### config.mk
export PLATFORM = sky130hd
export DESIGN_NAME = rc4_stream_cipher_unit
export DESIGN_NICKNAME = d
export VERILOG_FILES = /design/src/rtl/core/rc4_pkg.sv /design/src/rtl/core/rc4_perm_mem.sv /design/src/rtl/core/rc4_ctrl.sv /design/src/rtl/core/rc4_dp.sv /design/src/rtl/core/rc4_stream_cipher_unit.sv
export SDC_FILE = /design/constraint.sdc
export NUM_CORES = 2
export LEC_CHECK = 0
export BUFFER_PORTS_ARGS = -buffer_cell sky130_fd_sc_hd__buf_4
export CAP_MARGIN = 20
export CORE_ASPECT_RATIO = 1.5
export CORE_MARGIN = 2
export CORE_UTILIZATION = 63
export DETAILED_ROUTE_END_ITERATION = 12
export MAX_ROUTING_LAYER = met4
export PLACE_DENSITY = 0.8
export SYNTH_ARGS = -nofsm -noshare
export SYNTH_HDL_FRONTEND = slang
export SYNTH_SLANG_ARGS = --single-unit
### constraint.sdc
create_clock -name clk -period 19.12 [get_ports clk]
set_input_delay 2.868 -clock clk [delete_from_list [all_inputs] [get_ports clk]]
set_output_delay 2.868 -clock clk [all_outputs]
set_load 0.005 [all_outputs]
### src/rtl/core/rc4_pkg.sv
// ----------------------------------------------------------------------------
// RC4 stream cipher package
// Shared types and constants for the controller, datapath and table memory.
// ----------------------------------------------------------------------------
`default_nettype none

package rc4_pkg;

  localparam int BYTE_W      = 8;
  localparam int TABLE_AW    = 8;
  localparam int TABLE_DEPTH = 256;
  localparam int KEY_WORDS   = 4;
  localparam int KEY_WORD_W  = 64;
  localparam int KEY_VEC_W   = KEY_WORDS * KEY_WORD_W;
  localparam int KEY_IDX_W   = 5;
  localparam int LEN_W       = 6;
  localparam int CFG_IDX_W   = 3;
  localparam int CFG_DATA_W  = 64;

  localparam logic [CFG_IDX_W-1:0] CFG_KEY_WORD_0 = 3'd0;
  localparam logic [CFG_IDX_W-1:0] CFG_KEY_WORD_1 = 3'd1;
  localparam logic [CFG_IDX_W-1:0] CFG_KEY_WORD_2 = 3'd2;
  localparam logic [CFG_IDX_W-1:0] CFG_KEY_WORD_3 = 3'd3;
  localparam logic [CFG_IDX_W-1:0] CFG_KEY_LENGTH = 3'd4;

  localparam logic [LEN_W-1:0] KEY_LEN_RST = 6'd16;

  typedef struct packed {
    logic              mode;
    logic [BYTE_W-1:0] data_byte;
    logic              end_of_block;
  } in_item_t;

  typedef struct packed {
    logic [BYTE_W-1:0] cipher_byte;
    logic              end_of_block_out;
  } out_item_t;

  typedef enum logic [2:0] {
    RD_I_NEXT,
    RD_I,
    RD_J_DATA,
    RD_J_KEY,
    RD_T
  } rd_sel_t;

  typedef enum logic [1:0] {
    J_HOLD,
    J_DATA,
    J_KEY
  } j_op_t;

  typedef enum logic {
    WR_I_RD,
    WR_J_A
  } wr_sel_t;

  typedef struct packed {
    logic    ld_in;
    logic    inc_i;
    logic    clr_idx;
    logic    clr_tab;
    logic    ld_a;
    logic    ld_b;
    j_op_t   j_op;
    logic    re;
    rd_sel_t rd_sel;
    logic    we;
    wr_sel_t wr_sel;
    logic    step_k;
    logic    out_ld;
  } cmd_t;

  typedef struct packed {
    logic last_step;
    logic out_free;
  } sts_t;

endpackage

`default_nettype wire

### src/rtl/core/rc4_perm_mem.sv
// ----------------------------------------------------------------------------
// RC4 permutation table memory
// 256 x 8 table with one write and one registered read port. Entries that
// have not been written since reset or the last clear read as their address.
// ----------------------------------------------------------------------------
`default_nettype none

module rc4_perm_mem (
  input  wire logic                          clk,
  input  wire logic                          rst_n,
  input  wire logic                          clr,
  input  wire logic                          we,
  input  wire logic [rc4_pkg::TABLE_AW-1:0]  waddr,
  input  wire logic [rc4_pkg::BYTE_W-1:0]    wdata,
  input  wire logic                          re,
  input  wire logic [rc4_pkg::TABLE_AW-1:0]  raddr,
  output logic      [rc4_pkg::BYTE_W-1:0]    rdata
);

  logic [rc4_pkg::BYTE_W-1:0]      mem [rc4_pkg::TABLE_DEPTH];
  logic [rc4_pkg::TABLE_DEPTH-1:0] vld_r;
  logic [rc4_pkg::BYTE_W-1:0]      mem_q_r;
  logic                            vld_q_r;
  logic [rc4_pkg::TABLE_AW-1:0]    addr_q_r;

  always_ff @(posedge clk) begin
    if (!rst_n || clr) begin
      vld_r <= '0;
    end else if (we) begin
      vld_r[waddr] <= 1'b1;
    end
  end

  always_ff @(posedge clk) begin
    if (we) begin
      mem[waddr] <= wdata;
    end
  end

  always_ff @(posedge clk) begin
    if (re) begin
      mem_q_r  <= mem[raddr];
      vld_q_r  <= vld_r[raddr];
      addr_q_r <= raddr;
    end
  end

  assign rdata = vld_q_r ? mem_q_r : addr_q_r;

endmodule

`default_nettype wire

### src/rtl/core/rc4_ctrl.sv
// ----------------------------------------------------------------------------
// RC4 controller
// Sequences the table accesses of a keystream step and of the key schedule.
// ----------------------------------------------------------------------------
`default_nettype none

module rc4_ctrl (
  input  wire logic          clk,
  input  wire logic          rst_n,
  input  wire logic          in_valid,
  input  wire logic          in_mode,
  output logic               in_ready,
  input  wire rc4_pkg::sts_t sts,
  output rc4_pkg::cmd_t      cmd
);

  typedef enum logic [7:0] {
    ST_IDLE = 8'b0000_0001,
    ST_D1   = 8'b0000_0010,
    ST_D2   = 8'b0000_0100,
    ST_D3   = 8'b0000_1000,
    ST_K0   = 8'b0001_0000,
    ST_K1   = 8'b0010_0000,
    ST_K2   = 8'b0100_0000,
    ST_K3   = 8'b1000_0000
  } state_t;

  state_t state_r;
  state_t state_nxt;

  assign in_ready = (state_r == ST_IDLE);

  always_comb begin
    state_nxt  = state_r;
    cmd        = '0;
    cmd.j_op   = rc4_pkg::J_HOLD;
    cmd.rd_sel = rc4_pkg::RD_I;
    cmd.wr_sel = rc4_pkg::WR_I_RD;
    unique case (state_r)
      ST_IDLE: begin
        if (in_valid) begin
          if (in_mode) begin
            cmd.clr_tab = 1'b1;
            cmd.clr_idx = 1'b1;
            state_nxt   = ST_K0;
          end else begin
            cmd.ld_in  = 1'b1;
            cmd.inc_i  = 1'b1;
            cmd.re     = 1'b1;
            cmd.rd_sel = rc4_pkg::RD_I_NEXT;
            state_nxt  = ST_D1;
          end
        end
      end
      ST_D1: begin
        cmd.re     = 1'b1;
        cmd.rd_sel = rc4_pkg::RD_J_DATA;
        cmd.ld_a   = 1'b1;
        cmd.j_op   = rc4_pkg::J_DATA;
        state_nxt  = ST_D2;
      end
      ST_D2: begin
        cmd.re     = 1'b1;
        cmd.rd_sel = rc4_pkg::RD_T;
        cmd.ld_b   = 1'b1;
        cmd.we     = 1'b1;
        cmd.wr_sel = rc4_pkg::WR_I_RD;
        state_nxt  = ST_D3;
      end
      ST_D3: begin
        cmd.we     = 1'b1;
        cmd.wr_sel = rc4_pkg::WR_J_A;
        if (sts.out_free) begin
          cmd.out_ld = 1'b1;
          state_nxt  = ST_IDLE;
        end
      end
      ST_K0: begin
        cmd.re     = 1'b1;
        cmd.rd_sel = rc4_pkg::RD_I;
        state_nxt  = ST_K1;
      end
      ST_K1: begin
        cmd.re     = 1'b1;
        cmd.rd_sel = rc4_pkg::RD_J_KEY;
        cmd.ld_a   = 1'b1;
        cmd.j_op   = rc4_pkg::J_KEY;
        state_nxt  = ST_K2;
      end
      ST_K2: begin
        cmd.we     = 1'b1;
        cmd.wr_sel = rc4_pkg::WR_I_RD;
        state_nxt  = ST_K3;
      end
      ST_K3: begin
        cmd.we     = 1'b1;
        cmd.wr_sel = rc4_pkg::WR_J_A;
        if (sts.last_step) begin
          cmd.clr_idx = 1'b1;
          state_nxt   = ST_IDLE;
        end else begin
          cmd.inc_i  = 1'b1;
          cmd.step_k = 1'b1;
          state_nxt  = ST_K0;
        end
      end
      default: begin
        state_nxt = ST_IDLE;
      end
    endcase
  end

  always_ff @(posedge clk) begin
    if (!rst_n) begin
      state_r <= ST_IDLE;
    end else begin
      state_r <= state_nxt;
    end
  end

endmodule

`default_nettype wire

### src/rtl/core/rc4_dp.sv
// ----------------------------------------------------------------------------
// RC4 datapath
// Indices, key byte counter, table memory, swap operands and output register.
// ----------------------------------------------------------------------------
`default_nettype none

module rc4_dp (
  input  wire logic                              clk,
  input  wire logic                              rst_n,
  input  wire rc4_pkg::cmd_t                     cmd,
  input  wire rc4_pkg::in_item_t                 in_data,
  input  wire logic [rc4_pkg::KEY_VEC_W-1:0]     key_vec,
  input  wire logic [rc4_pkg::LEN_W-1:0]         key_len,
  input  wire logic                              out_ready,
  output logic                                   out_valid,
  output rc4_pkg::out_item_t                     out_data,
  output rc4_pkg::sts_t                          sts
);

  logic [rc4_pkg::BYTE_W-1:0]    i_r, i_nxt;
  logic [rc4_pkg::BYTE_W-1:0]    j_r, j_nxt;
  logic [rc4_pkg::KEY_IDX_W-1:0] k_r, k_nxt;
  logic [rc4_pkg::BYTE_W-1:0]    a_r;
  logic [rc4_pkg::BYTE_W-1:0]    b_r;
  logic [rc4_pkg::BYTE_W-1:0]    data_r;
  logic                          eob_r;
  logic                          out_valid_r, out_valid_nxt;
  rc4_pkg::out_item_t            out_data_r;

  logic [rc4_pkg::BYTE_W-1:0]    rd;
  logic [rc4_pkg::TABLE_AW-1:0]  raddr;
  logic [rc4_pkg::TABLE_AW-1:0]  waddr;
  logic [rc4_pkg::BYTE_W-1:0]    wdata;
  logic [rc4_pkg::BYTE_W-1:0]    key_byte;
  logic [rc4_pkg::BYTE_W-1:0]    j_data;
  logic [rc4_pkg::BYTE_W-1:0]    j_key;
  logic [rc4_pkg::BYTE_W-1:0]    t_rd;
  logic [rc4_pkg::BYTE_W-1:0]    t_hold;
  logic [rc4_pkg::BYTE_W-1:0]    ks;
  logic [rc4_pkg::LEN_W-1:0]     k_inc;

  assign key_byte = key_vec[{k_r, 3'b000} +: rc4_pkg::BYTE_W];
  assign j_data   = j_r + rd;
  assign j_key    = j_r + rd + key_byte;
  assign t_rd     = a_r + rd;
  assign t_hold   = a_r + b_r;
  assign k_inc    = {1'b0, k_r} + 6'd1;

  always_comb begin
    unique case (cmd.rd_sel)
      rc4_pkg::RD_I_NEXT: raddr = i_r + 8'd1;
      rc4_pkg::RD_I:      raddr = i_r;
      rc4_pkg::RD_J_DATA: raddr = j_data;
      rc4_pkg::RD_J_KEY:  raddr = j_key;
      rc4_pkg::RD_T:      raddr = t_rd;
      default:            raddr = i_r;
    endcase
  end

  assign waddr = (cmd.wr_sel == rc4_pkg::WR_I_RD) ? i_r : j_r;
  assign wdata = (cmd.wr_sel == rc4_pkg::WR_I_RD) ? rd : a_r;

  rc4_perm_mem u_mem (
    .clk   (clk),
    .rst_n (rst_n),
    .clr   (cmd.clr_tab),
    .we    (cmd.we),
    .waddr (waddr),
    .wdata (wdata),
    .re    (cmd.re),
    .raddr (raddr),
    .rdata (rd)
  );

  // The swap may not be in the table yet when the output entry is read, so
  // an output index that hits a swapped entry takes the swapped value.
  always_comb begin
    priority if (t_hold == i_r) begin
      ks = b_r;
    end else if (t_hold == j_r) begin
      ks = a_r;
    end else begin
      ks = rd;
    end
  end

  always_comb begin
    i_nxt = i_r;
    j_nxt = j_r;
    k_nxt = k_r;
    if (cmd.clr_idx) begin
      i_nxt = '0;
      j_nxt = '0;
      k_nxt = '0;
    end else begin
      if (cmd.inc_i) begin
        i_nxt = i_r + 8'd1;
      end
      unique case (cmd.j_op)
        rc4_pkg::J_DATA: j_nxt = j_data;
        rc4_pkg::J_KEY:  j_nxt = j_key;
        default:         j_nxt = j_r;
      endcase
      if (cmd.step_k) begin
        k_nxt = (k_inc == key_len) ? '0 : k_inc[rc4_pkg::KEY_IDX_W-1:0];
      end
    end
  end

  always_comb begin
    out_valid_nxt = out_valid_r;
    if (cmd.out_ld) begin
      out_valid_nxt = 1'b1;
    end else if (out_ready) begin
      out_valid_nxt = 1'b0;
    end
  end

  always_ff @(posedge clk) begin
    if (!rst_n) begin
      i_r         <= '0;
      j_r         <= '0;
      k_r         <= '0;
      out_valid_r <= 1'b0;
    end else begin
      i_r         <= i_nxt;
      j_r         <= j_nxt;
      k_r         <= k_nxt;
      out_valid_r <= out_valid_nxt;
    end
  end

  always_ff @(posedge clk) begin
    if (cmd.ld_a) begin
      a_r <= rd;
    end
    if (cmd.ld_b) begin
      b_r <= rd;
    end
    if (cmd.ld_in) begin
      data_r <= in_data.data_byte;
      eob_r  <= in_data.end_of_block;
    end
    if (cmd.out_ld) begin
      out_data_r.cipher_byte      <= ks ^ data_r;
      out_data_r.end_of_block_out <= eob_r;
    end
  end

  assign out_valid     = out_valid_r;
  assign out_data      = out_data_r;
  assign sts.last_step = (i_r == 8'hFF);
  assign sts.out_free  = !out_valid_r || out_ready;

endmodule

`default_nettype wire

### src/rtl/core/rc4_stream_cipher_unit.sv
// ----------------------------------------------------------------------------
// RC4 stream cipher unit
// Key schedule and keystream generator over a 256-entry permutation table.
// ----------------------------------------------------------------------------
// The key is loaded through the cfg_ port: indexes 0 to 3 hold the key words,
// index 4 the key length in bytes. Writes are taken in every cycle and are
// expected only while the unit is idle.
// An input transaction with mode set runs the key schedule and returns no
// result; for every table position in turn it reads S[i], then S[j] for the
// new j, and writes both entries back swapped.
// An input transaction with mode clear produces one output transaction; the
// next input is taken only after acceptance, the read of S[j], the read of
// the output entry with the write of S[i], and the write of S[j].
// A finished result waits in the output register; if the receiver stalls,
// the unit holds the following item in its last step until the register is
// free.
// Reset restores the identity table at once through per-entry valid flags,
// clears both indices and sets the key to zero with a length of 16.
// ----------------------------------------------------------------------------
`default_nettype none

module rc4_stream_cipher_unit #(
  parameter int MAX_KEY_BYTES = 32
) (
  input  wire logic                              clk,
  input  wire logic                              rst_n,
  input  wire logic                              in_valid,
  output logic                                   in_ready,
  input  wire rc4_pkg::in_item_t                 in_data,
  output logic                                   out_valid,
  input  wire logic                              out_ready,
  output rc4_pkg::out_item_t                     out_data,
  input  wire logic                              cfg_valid,
  output logic                                   cfg_ready,
  input  wire logic [rc4_pkg::CFG_IDX_W-1:0]     cfg_index,
  input  wire logic [rc4_pkg::CFG_DATA_W-1:0]    cfg_data
);

  localparam logic [rc4_pkg::LEN_W-1:0] MaxLen = rc4_pkg::LEN_W'(MAX_KEY_BYTES);

  logic [rc4_pkg::KEY_WORDS-1:0][rc4_pkg::KEY_WORD_W-1:0] key_word_r;
  logic [rc4_pkg::LEN_W-1:0]                              key_length_r;
  logic [rc4_pkg::LEN_W-1:0]                              key_len_eff;
  rc4_pkg::cmd_t                                          cmd;
  rc4_pkg::sts_t                                          sts;

  assign cfg_ready = 1'b1;

  always_ff @(posedge clk) begin
    if (!rst_n) begin
      key_word_r   <= '0;
      key_length_r <= rc4_pkg::KEY_LEN_RST;
    end else if (cfg_valid) begin
      unique case (cfg_index)
        rc4_pkg::CFG_KEY_WORD_0: key_word_r[0] <= cfg_data;
        rc4_pkg::CFG_KEY_WORD_1: key_word_r[1] <= cfg_data;
        rc4_pkg::CFG_KEY_WORD_2: key_word_r[2] <= cfg_data;
        rc4_pkg::CFG_KEY_WORD_3: key_word_r[3] <= cfg_data;
        rc4_pkg::CFG_KEY_LENGTH: key_length_r <= cfg_data[rc4_pkg::LEN_W-1:0];
        default: ;
      endcase
    end
  end

  always_comb begin
    priority if (key_length_r == '0) begin
      key_len_eff = 6'd1;
    end else if (key_length_r > MaxLen) begin
      key_len_eff = MaxLen;
    end else begin
      key_len_eff = key_length_r;
    end
  end

  rc4_ctrl u_ctrl (
    .clk      (clk),
    .rst_n    (rst_n),
    .in_valid (in_valid),
    .in_mode  (in_data.mode),
    .in_ready (in_ready),
    .sts      (sts),
    .cmd      (cmd)
  );

  rc4_dp u_dp (
    .clk       (clk),
    .rst_n     (rst_n),
    .cmd       (cmd),
    .in_data   (in_data),
    .key_vec   (key_word_r),
    .key_len   (key_len_eff),
    .out_ready (out_ready),
    .out_valid (out_valid),
    .out_data  (out_data),
    .sts       (sts)
  );

endmodule

`default_nettype wire

# After elaboration in Yosys (flattened, before gate mapping)
# Memory sizes are Yosys's and may differ from the RTL's. A register that Yosys moved wholly into a read port is not among the register bits.
# Index checks and enable logic that the tools add are counted.
# totals
reg_bits,591
mem_bits_rw,2048
input_bits,82
out_inout_bits,12
elab_cells,118
memories,1
# memory_table
name,words,width,read_ports,rd_clocked_by_memory_dff,wr,line,rtl
u_dp.u_mem.mem,256,8,1,1,1,rc4_perm_mem.sv:20,logic [rc4_pkg::BYTE_W-1:0] mem [rc4_pkg::TABLE_DEPTH];
# classes
n_addsub,6
magnitude_cmp,4
n_eq_ne,23
n_shift,1
n_mux,41
bitwise,3
reduce_logical,20
# op_table
operator,count
bitwise OR 256 bit,1
indexed part select 256 x 9 -> 8 bit,1
one-hot mux 8 bit (8 select lines),1
two-way mux 8 bit,7
adder 8 bit,4
one-hot mux 8 bit (4 select lines),1
one-hot mux 4 bit (5 select lines),1
less-than comparator 8 x 9 -> 1 bit (second input constant),2
equality test 8 bit,2
equality test 8 bit (second input constant),2
one-hot mux 8 bit (2 select lines),1
two-way mux 1 bit,15
two-way mux 5 bit,3
equality test 3 x 2 -> 1 bit (second input constant),4
two-way mux 4 bit,3
two-way mux 6 bit,2
one-hot mux 2 bit (2 select lines),3
AND reduction 2 bit,6
adder 8 x 1 -> 8 bit (second input constant),1
binary-select mux 1 bit (select 8 bit),1
demux 1 bit (select 8 bit),1
equality test 8 x 1 -> 1 bit (second input constant),1
equality test 8 x 2 -> 1 bit (second input constant),1
equality test 8 x 3 -> 1 bit (second input constant),1
other kinds (23),33

# Logic depth before layout (Yosys ltp)
# depth
ltp_word,9
mapped_depth,24

# Modules after synthesis
# Synthesis repeated with hierarchy kept, for this count alone.
# hier_totals
cells_unflattened,6273
area_unflattened_um2,106439.6
# by_module_without_submodules
mod,instances,cells_each,area_each_um2,seq_area_each_um2
rc4_perm_mem,1,4625,89492.1,67134.4
rc4_stream_cipher_unit,1,931,9623.0,5245.0
rc4_dp,1,650,6756.5,1461.4
rc4_ctrl,1,67,568.0,160.2

# Worst setup path before layout
# No wires, ideal clock.
# synth_timing
kind,reg2reg
from,reg u_ctrl.state_r[6]
to,mem u_dp.u_mem.mem[0][7] (netlist name) (data pin)
setup_time_ns,2.191
t_arrival_ns,11.273
required_ns,16.929
slack_ns,5.656
path_stages_with_launch,8
path_buffers,3
period_less_slack_ns,13.464
cell_sequence,dfxtp_1 clkbuf_1 nor2_1 nand4_1 nand2_1 clkbuf_1 buf_1 o21ai_0
# synth_between
elab_chain_len,4
word_cells_on_any_way,8
cone_classes,eq/ne (4); mux (2); reduce/logical (2)
# synth_lines
element,line,rtl
from (decl),rc4_ctrl.sv:28,state_t state_r;
from (signal assigned),rc4_ctrl.sv:117,state_r <= state_nxt;
"equality test 8 x 4 -> 1 bit, or another cell as far along",rc4_ctrl.sv:39,unique case (state_r)
OR reduction 2 bit (no line),-,
one-hot mux 2 bit (2 select lines) (*),rc4_ctrl.sv:39,
two-way mux 8 bit (*),rc4_dp.sv:61,assign wdata = (cmd.wr_sel == rc4_pkg::WR_I_RD) ? rd : a_r;
via u_dp.u_mem.wdata (one bit),rc4_perm_mem.sv:14,"input wire logic [rc4_pkg::BYTE_W-1:0] wdata,"
to (decl),rc4_perm_mem.sv:20,
# Mark *: on every way through the listed nets, which the timed path passes. The rest lies on a longest branch.

# Final worst setup path
# layout_timing
from,reg u_dp.k_r[0] (netlist name)
to,reg u_dp.u_mem.mem_q_r[2] (netlist name) (read register of u_dp.u_mem.mem) (data pin)
# layout_between
elab_chain_len,3
# layout_lines
element,line,rtl
from (decl),rc4_dp.sv:22,"logic [rc4_pkg::KEY_IDX_W-1:0] k_r, k_nxt;"
from (signal assigned),rc4_dp.sv:128,k_r <= k_nxt;
indexed part select 256 x 9 -> 8 bit,rc4_dp.sv:42,"assign key_byte = key_vec[{k_r, 3'b000} +: rc4_pkg::BYTE_W];"
adder 8 bit,rc4_dp.sv:44,assign j_key = j_r + rd + key_byte;
one-hot mux 8 bit (4 select lines),rc4_dp.sv:50,unique case (cmd.rd_sel)
to (decl),rc4_perm_mem.sv:22,logic [rc4_pkg::BYTE_W-1:0] mem_q_r;
# No other way between the ends.
# A chain may end at the register's enable or synchronous reset.

==> run summary <==
Finished Core Util: 69.4%
Die W: 340 µm
Simple-gate portion of the synthesized area: 11.3%
GRT overflow: 0
Synth Area in Adders: 0.450%
Root Driver: clkbuf_16
Rows: 185
Crit Path Category: reg -> reg
First-pass GRT wire length: 457000 µm
Most frequent cell on the critical path: buf_4
Worst EP required: 19.76 ns
Mux contribution to synthesized area: 6.98%
Layout area overhead: 9.78%
Area of the multi-input gates: 30400 µm²
Nets: 8317
# DRC: 0
Fill cells: 10821
Number of flops mapped to enable cells by yosys: 2099
Post-synth top area cell: edfxtp_1
Top post-synthesis cells by area: edfxtp_1 59%, dfxtp_1 10%, nand2_1 6.0%
Main combinational cell family by area after synthesis: simple AND/OR/NAND/NOR gates
Post_cts resized: 0
Min-Delay Path Class: reg -> reg
Core Footprint: 169000 µm²
Maxcap violations: 0
# clock sinks: 2647
Crit Path Max Fanout: 111
PwrDens: 105 nW/µm²
Async set-reset flop share out of synthesis: 0%
Worst r2r src: u_dp.k_r[0]$_SDFFE_PP0P_
Seq/Total Area, Yosys: 69.4%
I/O pin cnt: 94
Layout cells sized above 1: 9.68%
Tot Pwr: 0.0123 W
Via total after detailed routing: 72726
Setup crit end kind: flip-flop
Detailed Place HPWL: 194000 µm
Vias in the first global route: 69892
Worst reg2reg setup slack: 8.94 ns
Initial antenna violation count: 23
Worst hold margin: 0.444 ns
Final Cycle Share: 53.3%
Maximum clock frequency: 98.2 MHz
Clock Skew: 0.0397 ns
Mapped Cells: 8288
Skew-Pair Late Insertion Delay: 0.91 ns
Syn. warnings: 0
Initial Util: 63.2%
H-tree lvl count: 4
Status: completed
Final hold violation count: 0
Syn Nets: 8406
Setup Buffers After CTS: 0
Max VDD drop: 0.000107 V
1st-iter DRT viols: 11021
Worst-path clk slew: 0.07 ns
TritonCTS clock tree: done
Dpl cells: 10209
Synthesized flop and latch total: 2647
Die footprint: 173000 µm²
Data arrival, critical path: 10.83 ns
CTS buffer count: 214
Critical Path Start Type: flip-flop
Yosys top cell area share: 59.1%
Crit path max-delay cell type: dfxtp_4
Largest net degree at the start of global routing: 162
Slew @ Worst Pin: 1.32 ns
Final setup vio count: 0
Worst reg2reg path depth: 22
Highest cell delay on the worst timing path: 0.91 ns
Port-buffer cells: 92
Max-slew violation count: 0
Fin cells: 10660
Leak: 39.2 nW
Hold path start: u_dp.eob_r$_DFFE_PP_
Unrepaired setup endpoints after global routing: false
Setup TNS: 0 ns
Die H: 508 µm
Relative slew slack: 12.0%
Router iterations before antenna repair: 6
Hold-fix buffers at CTS: 0
Max clock buf depth: 3
Fin crit period: 10.18 ns
R2r endpoint: u_dp.u_mem.mem_q_r[2]$_DFFE_PP_
Top FF cell, synth: edfxtp_1
DR WL/cell: 29.9 µm
Sequential Area: 74000 µm²
Post-synthesis xor/xnor area fraction: 0.534%
Synthesized area: 107000 µm²
GR Util All Layers: 37.4%
Hold path endpoint: u_dp.out_data[0]$_DFFE_PP_
Detail Route Antenna Nets: 0
Synth Area per Inst: 12.9 µm²
Worst hold path depth: 0
Critical Path, Cell by Cell: buf_4 > mux4_2 > mux4_2 > mux2_2 > ha_1 > a21o_1 > a21oi_1 > xnor2_1 > and3_1 > a211oi_4 > buf_4 > inv_8 > buf_4 > buf_4 > nand3_4 > buf_4 > o22ai_1 > nor4_1 > nor2_1 > nor3_1 > o221ai_1 > and4_1
Post-synthesis compound-gate area fraction: 8.90%
Synth cell types: 79
Post-DR vias/cell: 6.82
Routed WL: 319000 µm
Placer Congestion: 0.982
==> sequential cells by signal (all words and copies together), names as in the netlist, 5 cells and up <==
register / cells
u_dp.u_mem.mem: 2048
key_word_r: 256
u_dp.u_mem.vld_r: 256
u_dp.out_data: 9
u_ctrl.state_r: 8
u_dp.a_r: 8
u_dp.b_r: 8
u_dp.data_r: 8
u_dp.i_r: 8
u_dp.j_r: 8
u_dp.u_mem.addr_q_r: 8
u_dp.u_mem.mem_q_r: 8
key_length_r: 6
u_dp.k_r: 5
==> metrics by stage <==
stage	cell area (µm²)	worst slack [ns]
2_1_floorplan	107000	5.66
3_3_place_gp	109000	8.86
3_5_place_dp	109000	9.02
4_1_cts	117000	9.19
5_1_grt	117000	8.76
6_report	117000	8.94
==> Yosys cell counts (all sizes together) (7+ instances only) <==
cell type	instances
a31oi	149
ha	32
xnor2	44
a211oi	24
nor3b	11
a311oi	80
nand2	1698
clkbuf	264
mux4	80
nand3	460
o22ai	202
nor2	343
a221oi	34
a22oi	14
or4	10
buf	309
a21oi	496
mux2	29
a21o	8
and3	121
o211ai	7
nand2b	14
o21ai	61
inv	49
nor3	27
edfxtp	2099
nor4	56
a32oi	50
or2	20
mux2i	531
xor2	21
dfxtp	548
o21bai	10
o21a	262
a2111oi	10
o221ai	22
nand4	21
==> worst max-delay path by stage <==
stage	from	end	slack, ns	cells after the start
global placement	in_data[9]	u_dp.u_mem.mem_q_r[3]$_DFFE_PP_	8.86	17
floorplan	u_ctrl.state_r[6]$_SDFFE_PN0P_	u_dp.u_mem.mem[0][7]$_DFFE_PP_	5.66	7
finish	u_dp.k_r[0]$_SDFFE_PP0P_	u_dp.u_mem.mem_q_r[2]$_DFFE_PP_	8.94	22
CTS	u_dp.k_r[0]$_SDFFE_PP0P_	u_dp.u_mem.mem_q_r[2]$_DFFE_PP_	9.19	22
detailed placement	in_data[9]	u_dp.u_mem.mem_q_r[2]$_DFFE_PP_	9.02	17
global route	u_dp.k_r[0]$_SDFFE_PP0P_	u_dp.u_mem.mem_q_r[2]$_DFFE_PP_	8.76	21
==> area by class of cell <==
| type | instances | share of cell area (%) |
|---|---|---|
| flip-flops and latches | 2647 | 63.2 |
| multi-input cells | 5018 | 25.9 |
| clock buffers | 291 | 5.15 |
| well taps | 2244 | 2.40 |
| repair buffers | 268 | 1.88 |
| clock inverters | 117 | 1.22 |
| inverters | 50 | 0.177 |
| diodes | 25 | 0.0534 |
==> worst max-delay path, delay by kind of cell, from the launching register on <==
kind / cells / cell delay, ns
flops: 1 / 0.91
buf+inv: 6 / 3.31
simple gates: 6 / 2.01
xor+xnor: 1 / 0.14
compound gates: 5 / 1.61
mux: 3 / 1.38
fa+ha+maj: 1 / 0.26
==> per-layer routing <==
layer  wire length (µm)  GRT usage (%)
met3              36600           8.34
met1             102000           42.5
met5                  0              -
met2             151000           57.7
met4              28300           28.9
==> kinds of logic after synthesis <==
kind of cell | count (synthesis)
simple gates | 2813
flops | 2647
compound gates | 1463
mux | 640
buf+inv | 623
xor+xnor | 65
fa+ha+maj | 36
other cells | 1
==> power breakdown <==
group / internal (W) / switching, W
Sequential: 0.00640 / 0.0000194
Combinational: 0.000319 / 0.000930
Clock: 0.00258 / 0.00208
==> cells in the final DEF, fill, tap and decap left out, types with 21 or more instances in the layout <==
master,instances
edfxtp_1,2099
nand2_1,1677
dfxtp_1,546
mux2i_1,531
a21oi_1,496
nand3_1,450
nor2_1,333
o21a_1,262
buf_4,235
clkbuf_16,218
o22ai_1,201
a31oi_1,148
and3_1,120
mux4_2,80
a311oi_1,80
o21ai_0,53
nor4_1,50
a32oi_1,50
inv_1,45
xnor2_1,44
clkbuf_1,43
clkinv_2,39
a221oi_1,32
ha_1,32
clkbuf_8,32
nor3_1,26
bufinv_16,26
diode_2,25
a211oi_1,23
mux2_2,22
o221ai_1,22
nand4_1,21
xor2_1,21
clkinv_1,21
Note: power is estimated with default switching activity, not from simulation.
